File: src/rtl/chti_ram.sv
// ----------------------------------------------------------------------------
// chti_ram
// Generic single write port, single read port RAM with registered read.
// ----------------------------------------------------------------------------
module chti_ram #(
    parameter int WIDTH = 8,
    parameter int DEPTH = 16
) (
    input  logic                     aclk,
    input  logic                     we,
    input  logic [$clog2(DEPTH)-1:0] waddr,
    input  logic [WIDTH-1:0]         wdata,
    input  logic [$clog2(DEPTH)-1:0] raddr,
    output logic [WIDTH-1:0]         rdata
);

    logic [WIDTH-1:0] mem [DEPTH];
    logic [WIDTH-1:0] rdata_reg;

    always_ff @(posedge aclk) begin
        if (we) begin
            mem[waddr] <= wdata;
        end
        rdata_reg <= mem[raddr];
    end

    assign rdata = rdata_reg;

endmodule

File: config.mk
export PLATFORM = sky130hd
export DESIGN_NAME = chti_ram
export DESIGN_NICKNAME = d
export VERILOG_FILES = /design/src/rtl/chti_ram.sv
export SDC_FILE = /design/constraint.sdc
export NUM_CORES = 1
export LEC_CHECK = 0
export BUFFER_PORTS_ARGS = -buffer_cell sky130_fd_sc_hd__buf_2
export CORE_AREA = 10 10 133 135
export CTS_CLUSTER_DIAMETER = 30
export DETAILED_ROUTE_END_ITERATION = 7
export DIE_AREA = 0 0 143 145
export GPL_ROUTABILITY_DRIVEN = 1
export SLEW_MARGIN = 20
export SYNTH_ARGS = -nofsm -noshare
export SYNTH_HDL_FRONTEND = slang
export SYNTH_SLANG_ARGS = --single-unit
File: constraint.sdc
create_clock -name aclk -period 2.4 [get_ports aclk]
set_input_delay 0.12 -clock aclk [delete_from_list [all_inputs] [get_ports aclk]]
set_output_delay 0.12 -clock aclk [all_outputs]
set_load 0.02 [all_outputs]
### Yosys cells after proc, flatten, opt, wreduce, memory -nomap -nowiden

Memories as Yosys holds them, arrays and structs flattened. A register that Yosys moved wholly into a read port is not among the register bits.
Cells that the tools add are included.

| word-level totals | value |
|---|---|
| flip-flop bits (word level) | 0 |
| bits in writable memories | 128 |
| memories | 1 |
| bits of input ports | 18 |
| output and inout bits | 8 |
| logic and storage cells | 3 |

Memories:

| name | words | width | rd ports | clocked after Yosys merged registers in | wr ports | RTL line | source |
|---|---|---|---|---|---|---|---|
| mem | 16 | 8 | 1 | 1 | 1 | 17 | `logic [WIDTH-1:0] mem [DEPTH];` |

| cells by class | value |
|---|---|
| multiplexer cells | 2 |

Operator list:

| operator | count |
|---|---|
| $mux 1 | 2 |

### Longest topological paths before layout

| depth | value |
|---|---|
| depth in word-level cells | 2 |
| depth in mapped cells | 5 |
| depth with buffers taken out | 3 |

### Least setup slack after synthesis

No wires, ideal clock.

| path | value |
|---|---|
| path type | in2reg |
| from | input port waddr[2] |
| to | memory mem[0][0], enable pin |
| cell stages on the path | 2 |
| arrival | 1.230 ns |
| library setup time | 0.383 ns |
| required time | 2.017 ns |
| path buffers | 0 |
| setup slack | 0.787 ns |
| path through | or3b_2 nor3_1 |

RTL lines:

| what | RTL line | source |
|---|---|---|
| start, declared | 11 | `input logic [$clog2(DEPTH)-1:0] waddr,` |
| end, declared | 17 |  |

No word-level cell before the write port.

==> reports/results.tsv <==
stage	metric	value	unit
outcome	run_status	finished clean	
worst_setup_path	path_cells	mux4_1 > a22oi_1 > nand2_1	
timing	slew_headroom	36.40	%
worst_setup_path	critical_path_peak_fanout	1	
clocking	clock_buffer_count_from_cts	17	
worst_setup_path	cpMaxStageDelayCell	sky130_fd_sc_hd__mux4_1	
timing	timing_hold_violations_final	0	
final_layout	antenna_diode_count	0	
pwr	power.net_switching	1133	uW
drt	drt_pass1_iterations	4	
drt	viasPerCell	4.942	
clocking	clock-sinks	136	
worst_setup_path	worst_path_largest_cell_delay	0.52	ns
pwr	power.density	882.2	nW/um^2
worst_setup_path	data_required_time_of_the_critical_path	2.69	ns
pwr	total_chip_power	5427	uW
clocking	cts_hold_repair.buffers	0	
clocking	cts_tree	done	
clocking	worst_skew_pair.late_latency	0.41	ns
timing	grt_setup_unrepaired	no	
final_layout	area_growth	19.52	%
synthesis	synth_cell_types	19	
final_layout	finish.net_count	301	
synthesis	synthesis.area_per_instance	22.48	um^2
synthesis	synthesis.instances	229	
timing	final_max_slew_viol_count	0	
timing	fmax	0.7329	GHz
synthesis	synth.cell_area	5147	um^2
placement	finalWeightedCongestion	0.7001	
synthesis	synth_fp_nets	247	
floorplanning	fp.dieArea	20740	um^2
clocking	cts_repair_resized_insts	0	
synthesis	postSynthRegisterBits	136	
timing	setup-violations-final	0	
grt	globalRouteTotalUtil	10.24	%
clocking	htree_depth	4	
floorplanning	die_y	145	um
synthesis	yosysSeqAreaShare	77.78	%
job	cap_viol_max_count	0	
final_layout	largest_reg_flops	128	
worst_setup_path	worst_setup_path_start_kind	flop	
drt	drt-initial-drc-count	232	
timing	max_slew.worst_pin.slew	0.9505	ns
worst_setup_path	critPathKind	reg -> reg	
worst_setup_path	crit_buf_inv	0	
placement	post-dp-hpwl	6.611	mm
floorplanning	io_pins	26	
clocking	root_buffer	sky130_fd_sc_hd__clkbuf_16	
floorplanning	design.core.area	15030	um^2
pwr	comb_power_share	4.7	%
clocking	clk_path_buf_depth	2	
timing	finClkSkew	0.009136	ns
floorplanning	die-width	143	um
pwr	peakVddDrop	0.5103	mV
floorplanning	initial_core_util	34.24	%
synthesis	yosys_warnings	0	
pwr	intPower	4295	uW
timing	fin_crit	1.364	ns
pwr	clock_power_share	46.1	%
timing	post-route-period-util	56.85	%
hold_path	hold_class	in -> reg	
grt	largest_net_degree_at_the_start_of_global_routing	17	
floorplanning	placement_rows	45	
drt	detailroute.via_count	2392	
placement	portBuffers	25	
grt	number_of_antenna_violations_at_the_first_check_in_global_routing	0	
pwr	leakagePower	0.002080	uW
pwr	seqPwrFrac	49.2	%
final_layout	post_route_cells_drive_above_1_share	32.09	%
grt	vias_in_the_first_global_route	2579	
pwr	sw_frac_of_total	20.87	%
timing	finalSetupTns	0	ns
worst_setup_path	endpoint_kind	flop	
drt	detail_route.wl_per_cell	20.57	um
drt	wirelength	9.956	mm
worst_setup_path	cp.arrival	1.66	ns
final_layout	final.fill_count	1302	
worst_setup_path	worst_path_dominant_cell_family	multiplexers	
drt	number_of_drc_violations_after_detailed_routing	0	
grt	grt_first_pass_wirelength	15.74	mm
drt	antenna_left	0	
clocking	post_cts.repair.setup_buffers	0	
grt	grt_remaining_overflow	0	
clocking	clk_pin_slew	0.06	ns
[layout make-up]
cell class	count	area, um^2	area share [%]
multi-input combinational	83	1057	17.19
tap	188	235.2	3.823
sequential	136	4004	65.08
clock inverter	14	151.4	2.461
clock buffer	18	429.2	6.976
timing repair buffer	45	275.3	4.474
[metal layers]
layer  GRT usage [%]  part of all wire, %
met5               0                    0
met2           15.69                   49
met1           13.33                   44
met4           2.322                 0.55
met3           4.074                  6.2
[worst paths after layout]
path / startpoint / to / slack [ns] / cells after the start
worst min-delay path: wdata[7] / mem[4][7] / 0.09 / 1
worst max-delay path: mem[10][1] / rdata[1] / 1.04 / 3
worst min register to register: mem[15][2] / rdata[2] / 0.67 / 3
worst max register to register: mem[10][1] / rdata[1] / 1.04 / 3
[cell usage after synthesis (all sizes together)]
cell | instances | area [um^2]
mux4 | 32 | 773.2
and2 | 1 | 6.260
dfxtp | 8 | 160.2
nor2b | 1 | 6.260
edfxtp | 128 | 3844
nand3b | 2 | 15.01
or3b | 1 | 8.760
a22oi | 16 | 120.1
nor3 | 4 | 20.02
clkdlybuf4s25 | 3 | 30.03
nor2 | 13 | 48.80
nand2 | 9 | 33.78
nand2b | 2 | 12.51
buf | 7 | 56.30
and2b | 1 | 7.510
nand3 | 1 | 5.000
[cell usage in the layout (no fill, tap or decap), types with 3 or more instances in the layout]
cell type / n
sky130_fd_sc_hd__nand2_1: 9
sky130_fd_sc_hd__buf_4: 20
sky130_fd_sc_hd__nor2_1: 13
sky130_fd_sc_hd__mux4_2: 18
sky130_fd_sc_hd__buf_2: 25
sky130_fd_sc_hd__clkinv_4: 5
sky130_fd_sc_hd__clkbuf_16: 17
sky130_fd_sc_hd__a22oi_1: 16
sky130_fd_sc_hd__edfxtp_1: 128
sky130_fd_sc_hd__clkinv_2: 3
sky130_fd_sc_hd__mux4_1: 14
sky130_fd_sc_hd__dfxtp_1: 8
sky130_fd_sc_hd__nor3_1: 4
[metrics by stage]
stage	hold WS [ns]	util (%)	setup slack [ns]	instances	instance area [um^2]
after floorplan	0.2189	-	0.7871	229	5147
after global placement	0.5029	37.06	0.7941	452	5572
after detailed placement	0.5136	37.06	0.7810	452	5572
after CTS	0.07431	40.92	0.9728	484	6152
after global routing	0.08007	40.92	0.9454	484	6152
final	0.08993	40.92	1.036	484	6152
[power by group through the flow]
stage               logic, uW  registers, uW  clock network (uW)
CTS                       263           2670                2550
floorplan                 135           2740                   0
global route              283           2670                2680
detailed placement        263           2720                   0
global placement          258           2720                   0
finish                    256           2670                2500
[logic make-up after synthesis]
kind of cell | synth area share [%]
flip-flops | 77.78
AO/OA/AOI/OAI | 2.334
buffers and inverters | 1.677
multiplexers | 15.02
AND/OR/NAND/NOR | 3.184
(Power assumes the default switching activity.)
