--- src/rtl/chti_pkg.sv ---
// ----------------------------------------------------------------------------
// chti_pkg
// Shared types and constants for the chained hash table: word formats,
// status codes, sequencer states and the steps of the key mixing hash.
// ----------------------------------------------------------------------------
package chti_pkg;

    localparam int TABLE_SLOTS_DEF = 1024;
    localparam int POOL_NODES_DEF  = 4096;

    localparam logic [2:0] ST_INSERTED = 3'd0;
    localparam logic [2:0] ST_EXISTED  = 3'd1;
    localparam logic [2:0] ST_HIT      = 3'd2;
    localparam logic [2:0] ST_MISS     = 3'd3;
    localparam logic [2:0] ST_FULL     = 3'd4;

    localparam logic OP_INSERT = 1'b0;
    localparam logic OP_LOOKUP = 1'b1;

    localparam int MIX_SHL_A = 18;
    localparam int MIX_SHR_A = 31;
    localparam logic [4:0] MIX_MUL = 5'd21;
    localparam int MIX_SHR_B = 11;
    localparam int MIX_SHL_B = 6;
    localparam int MIX_SHR_C = 22;

    typedef struct packed {
        logic        operation;
        logic [63:0] key;
        logic [63:0] new_value;
    } in_word_t;

    typedef struct packed {
        logic [2:0]  status;
        logic [63:0] result_value;
    } out_word_t;

    typedef enum logic [2:0] {
        CTRL_CLEAR,
        CTRL_IDLE,
        CTRL_HASH,
        CTRL_HEAD,
        CTRL_WALK,
        CTRL_DONE
    } ctrl_state_t;

    typedef enum logic [2:0] {
        MIX_NOT_ADD,
        MIX_XOR_A,
        MIX_MULT,
        MIX_XOR_B,
        MIX_ADD_B,
        MIX_XOR_C
    } mix_step_t;

    typedef struct packed {
        logic        start;
        logic [63:0] key;
    } mix_req_t;

    typedef struct packed {
        logic        done;
        logic [31:0] hash;
    } mix_rsp_t;

endpackage

--- src/rtl/chti_mix.sv ---
// ----------------------------------------------------------------------------
// chti_mix
// Iterative 64-to-32 key mixing hash: one shift-and-add, shift-and-xor or multiply
// step per cycle through a single shared datapath, six steps per key.
// ----------------------------------------------------------------------------
module chti_mix (
    input  logic              aclk,
    input  logic              aresetn,
    input  chti_pkg::mix_req_t req,
    output chti_pkg::mix_rsp_t rsp
);
    import chti_pkg::*;

    logic [63:0] k_reg, k_next;
    mix_step_t   step_reg, step_next;
    logic        busy_reg, busy_next;
    logic        done_reg, done_next;
    logic [63:0] alu_out;

    always_comb begin
        unique case (step_reg)
            MIX_NOT_ADD: alu_out = (~k_reg) + (k_reg << MIX_SHL_A);
            MIX_XOR_A:   alu_out = k_reg ^ (k_reg >> MIX_SHR_A);
            MIX_MULT:    alu_out = k_reg * {59'd0, MIX_MUL};
            MIX_XOR_B:   alu_out = k_reg ^ (k_reg >> MIX_SHR_B);
            MIX_ADD_B:   alu_out = k_reg + (k_reg << MIX_SHL_B);
            MIX_XOR_C:   alu_out = k_reg ^ (k_reg >> MIX_SHR_C);
            default:     alu_out = k_reg;
        endcase
    end

    always_comb begin
        k_next    = k_reg;
        step_next = step_reg;
        busy_next = busy_reg;
        done_next = 1'b0;
        if (req.start) begin
            k_next    = req.key;
            step_next = MIX_NOT_ADD;
            busy_next = 1'b1;
        end else if (busy_reg) begin
            k_next = alu_out;
            if (step_reg == MIX_XOR_C) begin
                busy_next = 1'b0;
                done_next = 1'b1;
            end else begin
                step_next = mix_step_t'(3'(step_reg + 3'd1));
            end
        end
    end

    always_ff @(posedge aclk) begin
        if (!aresetn) begin
            busy_reg <= 1'b0;
            done_reg <= 1'b0;
            step_reg <= MIX_NOT_ADD;
        end else begin
            busy_reg <= busy_next;
            done_reg <= done_next;
            step_reg <= step_next;
        end
        k_reg <= k_next;
    end

    assign rsp.done = done_reg;
    assign rsp.hash = k_reg[31:0];

endmodule

--- config.mk ---
export PLATFORM = sky130hd
export DESIGN_NAME = chti_mix
export DESIGN_NICKNAME = d
export VERILOG_FILES = /design/src/rtl/chti_pkg.sv /design/src/rtl/chti_mix.sv
export SDC_FILE = /design/constraint.sdc
export NUM_CORES = 1
export LEC_CHECK = 0
export BUFFER_PORTS_ARGS = -buffer_cell sky130_fd_sc_hd__buf_2
export CORE_MARGIN = 5
export CORE_UTILIZATION = 50
export DETAILED_ROUTE_END_ITERATION = 8
export PLACE_DENSITY = 0.67
export REMOVE_ABC_BUFFERS = 1
export SYNTH_ARGS = -nofsm -noshare
export SYNTH_HDL_FRONTEND = slang
export SYNTH_SLANG_ARGS = --single-unit
--- constraint.sdc ---
create_clock -name aclk -period 5.5 [get_ports aclk]
set_input_delay 0.825 -clock aclk [delete_from_list [all_inputs] [get_ports aclk]]
set_output_delay 0.825 -clock aclk [all_outputs]
set_load 0.01 [all_outputs]
Word-level counts from Yosys, hierarchy flattened:

Cells that the tools add are included.

* register bits after elaboration: 69
* bits of input ports: 67
* output and inout port bits: 33
* logic and storage cells: 34

* add/sub/neg operators: 3
* multiply operators: 1
* eq/ne operators: 5
* mux-type cells: 7
* bitwise gates (word level): 7
* reductions and logical operators: 7

Operators with widths (number)
* $pmux 64 s6: 1
* $add 64x64->64: 2
* $mux 64: 2
* $mul 64x5->64 const B: 1
* $not 64->64: 1
* $xor 64x33->64: 1
* $xor 64x42->64: 1
* $xor 64x53->64: 1
* $reduce_bool 7->1: 1
* $eq 3x2->1 const B: 2
* $eq 3x3->1 const B: 2
* $mux 1: 4
* $reduce_and 2->1: 2
* $add 3x1->3 const B: 1
* $eq 3x1->1 const B: 1
* $logic_not 3->1: 1
* $not 1->1: 3
* $reduce_or 3->1: 1
* $reduce_bool 2->1: 1
* $reduce_or 2->1: 1

Longest topological paths before layout:

Gate-level depths: netlist of the first run.

* depth after elaboration: 5
* depth in mapped cells: 17
* gate-level depth less buffers: 16

Least setup slack after synthesis of the first run:

No wires, ideal clock.

* path type: reg2reg
* start: register k_reg[6]
* end: register k_reg[35], data pin
* library setup time: 254 ps
* data arrival time: 4149 ps
* data required time: 5246 ps
* slack: 1096 ps
* cell stages (with the launch flop): 17
* buffers on the path: 0
* period minus slack after synthesis: 4404 ps
* path through: edfxtp_1 > ha_1 > ha_1 > inv_1 > fa_1 > inv_1 > ha_1 > o211ai_1 > a21o_1 > a211o_1 > a311oi_2 > o31ai_2 > o31ai_1 > xnor2_1 > a21oi_1 > or4_1 > o21a_1

* word-level cells in the longest chain between the ends: 5
* elaborated cells on any way between the ends: 7
* those cells by class: add/sub: 2; mul: 1; mux: 3; bitwise: 1

RTL lines
* start, declared: line chti_mix.sv:14 `logic [63:0] k_reg, k_next;`
* start signal, assigned: line chti_mix.sv:62 `k_reg <= k_next;`
* parallel branches: the longest is 2 deep, another holds $mul 64x5->64
* $pmux 64 s6 *: line chti_mix.sv:21 `unique case (step_reg)`
* $mux 64 *: line chti_mix.sv:41 `end else if (busy_reg) begin`
* $mux 64 *: line chti_mix.sv:37 `if (req.start) begin`
* named net k_next[35]: line chti_mix.sv:14

Mark *: on every way through the listed nets, which the timed path passes. The select of a mux whose other input is x is not followed.
A chain may end at the register's enable or synchronous reset.

Worst setup path after layout of the first run:

* start: register k_reg[10]
* end: register k_reg[60], data pin

Same word-level chain as after synthesis.

==> results of run 1 <==
## metal layers
layer,vias to the layer above,wire length [um],track usage (%)
met5,-,0,0
met4,0,2670,11.2
met3,208,12600,14.6
met2,1355,31500,51.3
met1,9578,33200,52.4
li1,9071,-,-
## worst paths after layout
path                from          end  slack (ns)  depth (start not counted)
max reg2reg    k_reg[10]    k_reg[60]        0.33                         16
min          step_reg[1]  step_reg[1]        0.52                          2
min reg2reg  step_reg[1]  step_reg[1]        0.52                          2
max            k_reg[10]    k_reg[60]        0.33                         16
## placed cells by master, fill, tap and decap left out, types with 60 or more instances in the layout
master,count
nand2_1,189
xnor2_1,112
buf_4,68
xor2_1,103
inv_1,330
ha_1,284
nor2_1,124
a21o_1,97
fa_1,60
o21ai_0,138
buf_2,99
a21oi_1,223
edfxtp_1,64
## metrics by stage
step	instance area [um2]	hold slack, ns	worst slack [ns]	instances	utilization [%]
after global placement	20000	0.484	0.542	3033	53.0
after CTS	20300	0.525	0.459	3049	53.9
after global routing	20300	0.554	0.205	3049	53.9
after floorplan	18400	0.469	0.419	2355	-
final	20300	0.521	0.331	3050	53.9
after detailed placement	20000	0.517	0.480	3033	53.0
## worst max-delay path, stage by stage (launching register included)
cell and delay [ns]:
edfxtp_1 0.70, ha_1 0.35, ha_1 0.28, inv_1 0.05, fa_1 0.49, inv_1 0.05, ha_1 0.38, nand4_1 0.17
o22ai_1 0.12, and3_1 0.21, o41a_1 0.43, o311ai_2 0.47, a211oi_1 0.20, o22ai_2 0.30, nor4_1 0.08, a211o_1 0.31
o32a_1 0.33
## logic make-up (layout without fill, tap and decap cells)
| group | count (synthesis) | after routing | synth area share [%] |
|---|---|---|---|
| mux | 35 | 35 | 1.86 |
| xor+xnor | 215 | 215 | 9.83 |
| flops | 69 | 69 | 10.6 |
| buf+inv | 502 | 514 | 10.6 |
| fa+ha+maj | 345 | 345 | 24.9 |
| simple gates | 554 | 554 | 13.7 |
| compound gates | 806 | 806 | 28.5 |
| other cells | 0 | 1 | 0 |
## cell type report
type,instances,area share [%]
Multi-Input combinational cell,1955,74.3
Sequential cell,69,9.95
Inverter,331,6.11
Timing Repair Buffer,167,4.95
Tap cell,511,3.14
Clock buffer,11,1.14
Clock inverter,5,0.369
Antenna cell,1,0.0123
==> run summary, run 1 <==
area of the mapped netlist: 19200 um2
DRC Markers: 0
cts hold-fix bufs: 0
Max Cap Viol: 0
Core Box Area: 37800 um2
Reg area: 2020 um2
min Tclk post-route: 5.17 ns
Worst-Margin Slew: 1.33 ns
chip height: 206 um
setup bufs post-CTS: 0
synthesized flop and latch total: 69
max FFs per register: 64
Reg clk slew, reported paths: 0.07 ns
yosys warns: 0
initial drt markers: 2427
vias in the first global route: 19200
proportion of layout cells with a drive suffix above 1: 9.22%
Async SR Flop Fraction: 0%
Starting Density: 50.7%
Rows: 71
EDFF count, synth: 64
status: complete, no violations
post-DP HPWL: 63400 um
Crit. End Element: flip-flop
Fillers: 3709
startpoint types: flip-flop
Synth Flop Type: edfxtp_1
crit path DAT: 5.30 ns
clock sink total: 69
crit path kind: flip-flop to flip-flop
crit-path max FO: 9
top cells by area, synth: ha_1 19%, edfxtp_1 10%, inv_1 6.5%, fa_1 6.3%, a21oi_1 5.8%
# resized after CTS: 0
area occupied by multi-input gates: 15100 um2
global route total overflow: 0
Max-slew headroom: 10.8%
root buffer cell: clkbuf_16
Placer Congestion: 1.04
Final period util: 94.0%
count leader, synth: inv_1
CTS tree: built
cell taking the most area after synthesis: ha_1
IO Pins: 100
number of vias per cell: 6.63
Port Buf Inserts: 99
Detailed Routing Iterations Pass 1: 7
routed length per instance: 26.2 um
Via Count: 20200
worst-skew pair later-pin latency: 0.38 ns
Req. time, crit path: 5.63 ns
# nets final: 2945
Mean Syn Cell Area: 7.58 um2
initial antenna violation count: 0
first-pass GRT wire length: 118000 um
pin count of the biggest net entering global routing: 66
highest clock rate: 193 MHz
Post-synth top cells: 330 x inv_1, 285 x ha_1, 223 x a21oi_1
drt total wl: 79900 um
die area: 42300 um2
post-synthesis sequential area ratio: 10.6%
count of cell types in the netlist: 99
Area Overhead vs Synth: 6.18%
total global-route track usage: 36.9%
Die Wd: 206 um
HP Class: flip-flop to flip-flop
Total Negative Setup Slacks: 0 ns
RSZ-0062 raised after global routing: no
Mapped Cells: 2526
Post-DRT Antenna Nets: 0
final-report max-slew violation count: 0
Max Buffers Root-to-Sink: 2
Synth top area share: 18.6%
CTS Buf Count: 9
skew final: 0.0132 ns
final number of setup-violating endpoints: 0
endpoints failing hold: 0
H-tree levels: 3
Power of run 1 is not shown: default switching activity piles up to over one toggle a cycle in this logic, so the estimate is an artifact.
==> run 2, diff against run 1 <==
- ABC_AREA: default -> 1
- CELL_PAD_IN_SITES_DETAIL_PLACEMENT: default -> 1
- CELL_PAD_IN_SITES_GLOBAL_PLACEMENT: default -> 2
- CORE_UTILIZATION: 50 -> 34
- PLACE_DENSITY: 0.67 -> default
- PLACE_DENSITY_LB_ADDON: default -> 0.1
==> run 2 against run 1 <==
Die area increased by 76%. Highest routed layer is now met5. Largest cell class unchanged. Via count increased by 43%. Setup slack gained 0.42 ns. Critical path depth is 3 higher. Critical path type unchanged. Wire length grew 77%. Sequential share of layout area decreased by 2.1 points. First-iteration DRC count increased by 2.6%.
==> run summary, run 2 <==
status: complete, no violations
Area Overhead vs Synth: 9.08%
count leader, synth: nand2_1
# nets final: 4792 (+63%)
Worst Hold Margin: 0.526 ns (+0.00518 ns)
R2R Path End: k_reg[51]
Worst-Margin Slew: 1.07 ns (-0.264 ns)
Post-DRT Antenna Nets: 0 (unchanged)
Mean Syn Cell Area: 5.50 um2 (-27%)
CP Capture Point: k_reg[51]
crit path DAT: 4.88 ns (-0.42 ns)
Max Cap Viol: 0 (unchanged)
total global-route track usage: 36.8% (-0.082 points)
final number of setup-violating endpoints: 0 (unchanged)
pin count of the biggest net entering global routing: 48 (-27%)
Reg clk slew, reported paths: 0.07 ns (about the same)
number of vias per cell: 5.43 (-18%)
final std cells w/o fill: 5318 (+74%)
Crit. End Element: flip-flop
Port Buf Inserts: 99 (unchanged)
Req. time, crit path: 5.63 ns (about the same)
EDFF count, synth: 64 (unchanged)
XOR/XNOR share of the synthesized area: 0.596% (-9.2 points)
IO Pins: 100 (unchanged)
CP max stage cell: edfxtp_1
mux contribution to synthesized area: 0% (-1.9 points)
max incr delay on CP: 0.93 ns (+0.23 ns)
routed length per instance: 26.6 um (+1.4%)
Final period util: 86.3% (-7.7 points)
worst-skew pair later-pin latency: 0.39 ns (about the same)
clock sink total: 69 (unchanged)
complex-gate fraction of the synthesized area: 13.8% (-15 points)
CTS tree: built
Core Box Area: 68600 um2 (+82%)
global route total overflow: 0 (unchanged)
Total Negative Setup Slacks: 0 ns (unchanged)
Via Count: 28900 (+43%)
post-DP HPWL: 121000 um (+92%)
worst reg-to-reg setup slack: 0.75 ns (+0.42 ns)
max FFs per register: 64 (unchanged)
area of the mapped netlist: 23500 um2 (+23%)
drt total wl: 141000 um (+77%)
yosys warns: 0 (unchanged)
Worst path most repeated cell: nand2_1
synthesized flop and latch total: 69 (unchanged)
crit-path max FO: 13 (+4)
crit path cell chain: ha_1, ha_1, inv_1, fa_1, inv_1, ha_1, nand2_1, nor2_1, inv_1, nor2_1, nand2_1, nor2_1, nand2_1, nand3_1, nand2_1, nand3_1, nand4_1, nand2_1, nand2_1
Crit path depth: 19 (+3)
Starting Density: 34.3% (-16 points)
fin util: 37.4% (-16 points)
endpoints failing hold: 0 (unchanged)
Die Wd: 273 um (+33%)
Mapped Cells: 4278 (+69%)
Post-Synth Simple-Gate Area: 39.5% (+26 points)
highest clock rate: 211 MHz (+8.9%)
leading cell type in the layout, fill and taps excluded: nand2_1
Async SR Flop Fraction: 0% (unchanged)
startpoint types: flip-flop
H-tree levels: 3 (unchanged)
crit path kind: flip-flop to flip-flop
Post-synth top cells: 1369 x nand2_1, 940 x inv_1, 355 x nor2_1
most frequent cells in the layout: 1368 x nand2_1, 938 x inv_1, 355 x nor2_1, 286 x a21oi_1, 285 x ha_1
Synth Flop Type: edfxtp_1
initial drt markers: 2491 (+2.6%)
Leak: 0.0147 uW
cts hold-fix bufs: 0 (unchanged)
Post-Synth Adder-Cell Area: 20.3% (-4.6 points)
Top delay family on crit path: simple AND/OR/NAND/NOR gates
R2R depth: 19 (+3)
die area: 74500 um2 (+76%)
root buffer cell: clkbuf_16
pwr/cell area: 727 nW/um2
Synth top area share: 21.9% (+3.2 points)
RSZ-0062 raised after global routing: no
Setup crit start: k_reg[30]
maximum vdd drop: 0.266 mV
cell taking the most area after synthesis: nand2_1
post-synthesis sequential area ratio: 8.60% (-2.0 points)
count of cell types in the netlist: 51 (-48%)
initial antenna violation count: 5 (+5)
total chip power: 18700 uW
vias in the first global route: 28700 (+50%)
HP Class: flip-flop to flip-flop
CTS Buf Count: 9 (unchanged)
placed insts: 5300 (+75%)
DRC Markers: 0 (unchanged)
Max-slew headroom: 28.9% (+18 points)
largest family of logic cells by synthesized area: simple AND/OR/NAND/NOR gates
# resized after CTS: 0 (unchanged)
Placer Congestion: 1.05 (+1.0%)
Buf/Inv on CP: 3 (+1)
Max Buffers Root-to-Sink: 2 (unchanged)
final-report max-slew violation count: 0 (unchanged)
Detailed Routing Iterations Pass 1: 5 (-2)
chip height: 273 um (+33%)
setup bufs post-CTS: 0 (unchanged)
skew final: 0.0177 ns (+0.00448 ns)
proportion of layout cells with a drive suffix above 1: 6.66% (-2.6 points)
Rows: 96 (+35%)
Worst R2R Start: k_reg[30]
min Tclk post-route: 4.75 ns (-0.423 ns)
first-pass GRT wire length: 200000 um (+69%)
top cells by area, synth: nand2_1 22%, ha_1 15%, inv_1 15%, edfxtp_1 8.2%, a21oi_1 6.1%
==> run 2: cell types whose count changed in the layout (fill, tap and decap cells not counted), moves of 94 or more <==
| cell | previous run | this run |
|---|---|---|
| nor2_1 | 124 | 355 |
| xnor2_1 | 112 | 7 |
| nand2_1 | 189 | 1368 |
| nand3_1 | 53 | 280 |
| a21o_1 | 97 | 1 |
| xor2_1 | 103 | 9 |
| inv_1 | 330 | 938 |
==> run 2: cells by family after synthesis <==
group | count (synthesis)
fa+ha+maj | 345
xor+xnor | 16
buf+inv | 1037
compound gates | 596
flops | 69
simple gates | 2215
==> run 2: per-stage QoR <==
step           instance area [um2]  setup WS (ns)
5_1_grt                      25600          0.588
4_1_cts                      25600          0.836
3_5_place_dp                 25300          0.853
2_1_floorplan                23000           2.01
3_3_place_gp                 25300          0.871
6_report                     25700          0.754
==> run 2: final cells by class <==
type | instances | area, um2
clock buffers | 9 | 225
inverters | 946 | 3550
multi-input cells | 3172 | 17500
fillers | 9670 | 42900
flip-flops and latches | 69 | 2020
repair buffers | 182 | 1130
clock inverters | 7 | 98.8
diodes | 2 | 5.00
well taps | 931 | 1160
==> run 2: worst register-to-register path, cell delays in order (launching register included) <==
cell and delay [ns]:
edfxtp_1 0.93, ha_1 0.37, ha_1 0.28, inv_1 0.05, fa_1 0.53, inv_1 0.05
ha_1 0.39, nand2_1 0.13, nor2_1 0.24, inv_1 0.07, nor2_1 0.35, nand2_1 0.24
nor2_1 0.15, nand2_1 0.09, nand3_1 0.11, nand2_1 0.05, nand3_1 0.21, nand4_1 0.14
nand2_1 0.08, nand2_1 0.04
==> run 2: where the power goes <==
group | internal [uW] | switching [uW]
Combinational | 4990 | 11800
Sequential | 745 | 372
Clock | 401 | 322
==> run 2: how the worst min path moves through the flow <==
stage                     cells past startpoint         from  slack, ns          end
after floorplan                               2     busy_reg       0.46     done_reg
after CTS                                     2  step_reg[0]       0.52  step_reg[0]
after global placement                        2  step_reg[0]       0.50  step_reg[0]
final                                         2     busy_reg       0.53     done_reg
after detailed placement                      2  step_reg[0]       0.51  step_reg[0]
after global routing                          2     busy_reg       0.55     done_reg
==> run 2: per-layer routing <==
metal  wire [um]  vias up  global-route usage (%)
met5          58        -                       0
li1            -    13600                       -
met3        9900      295                    5.97
met4        7110        6                    14.6
met2       61600     1071                    59.4
met1       62600    13900                    49.3
(Power assumes the default switching activity.)
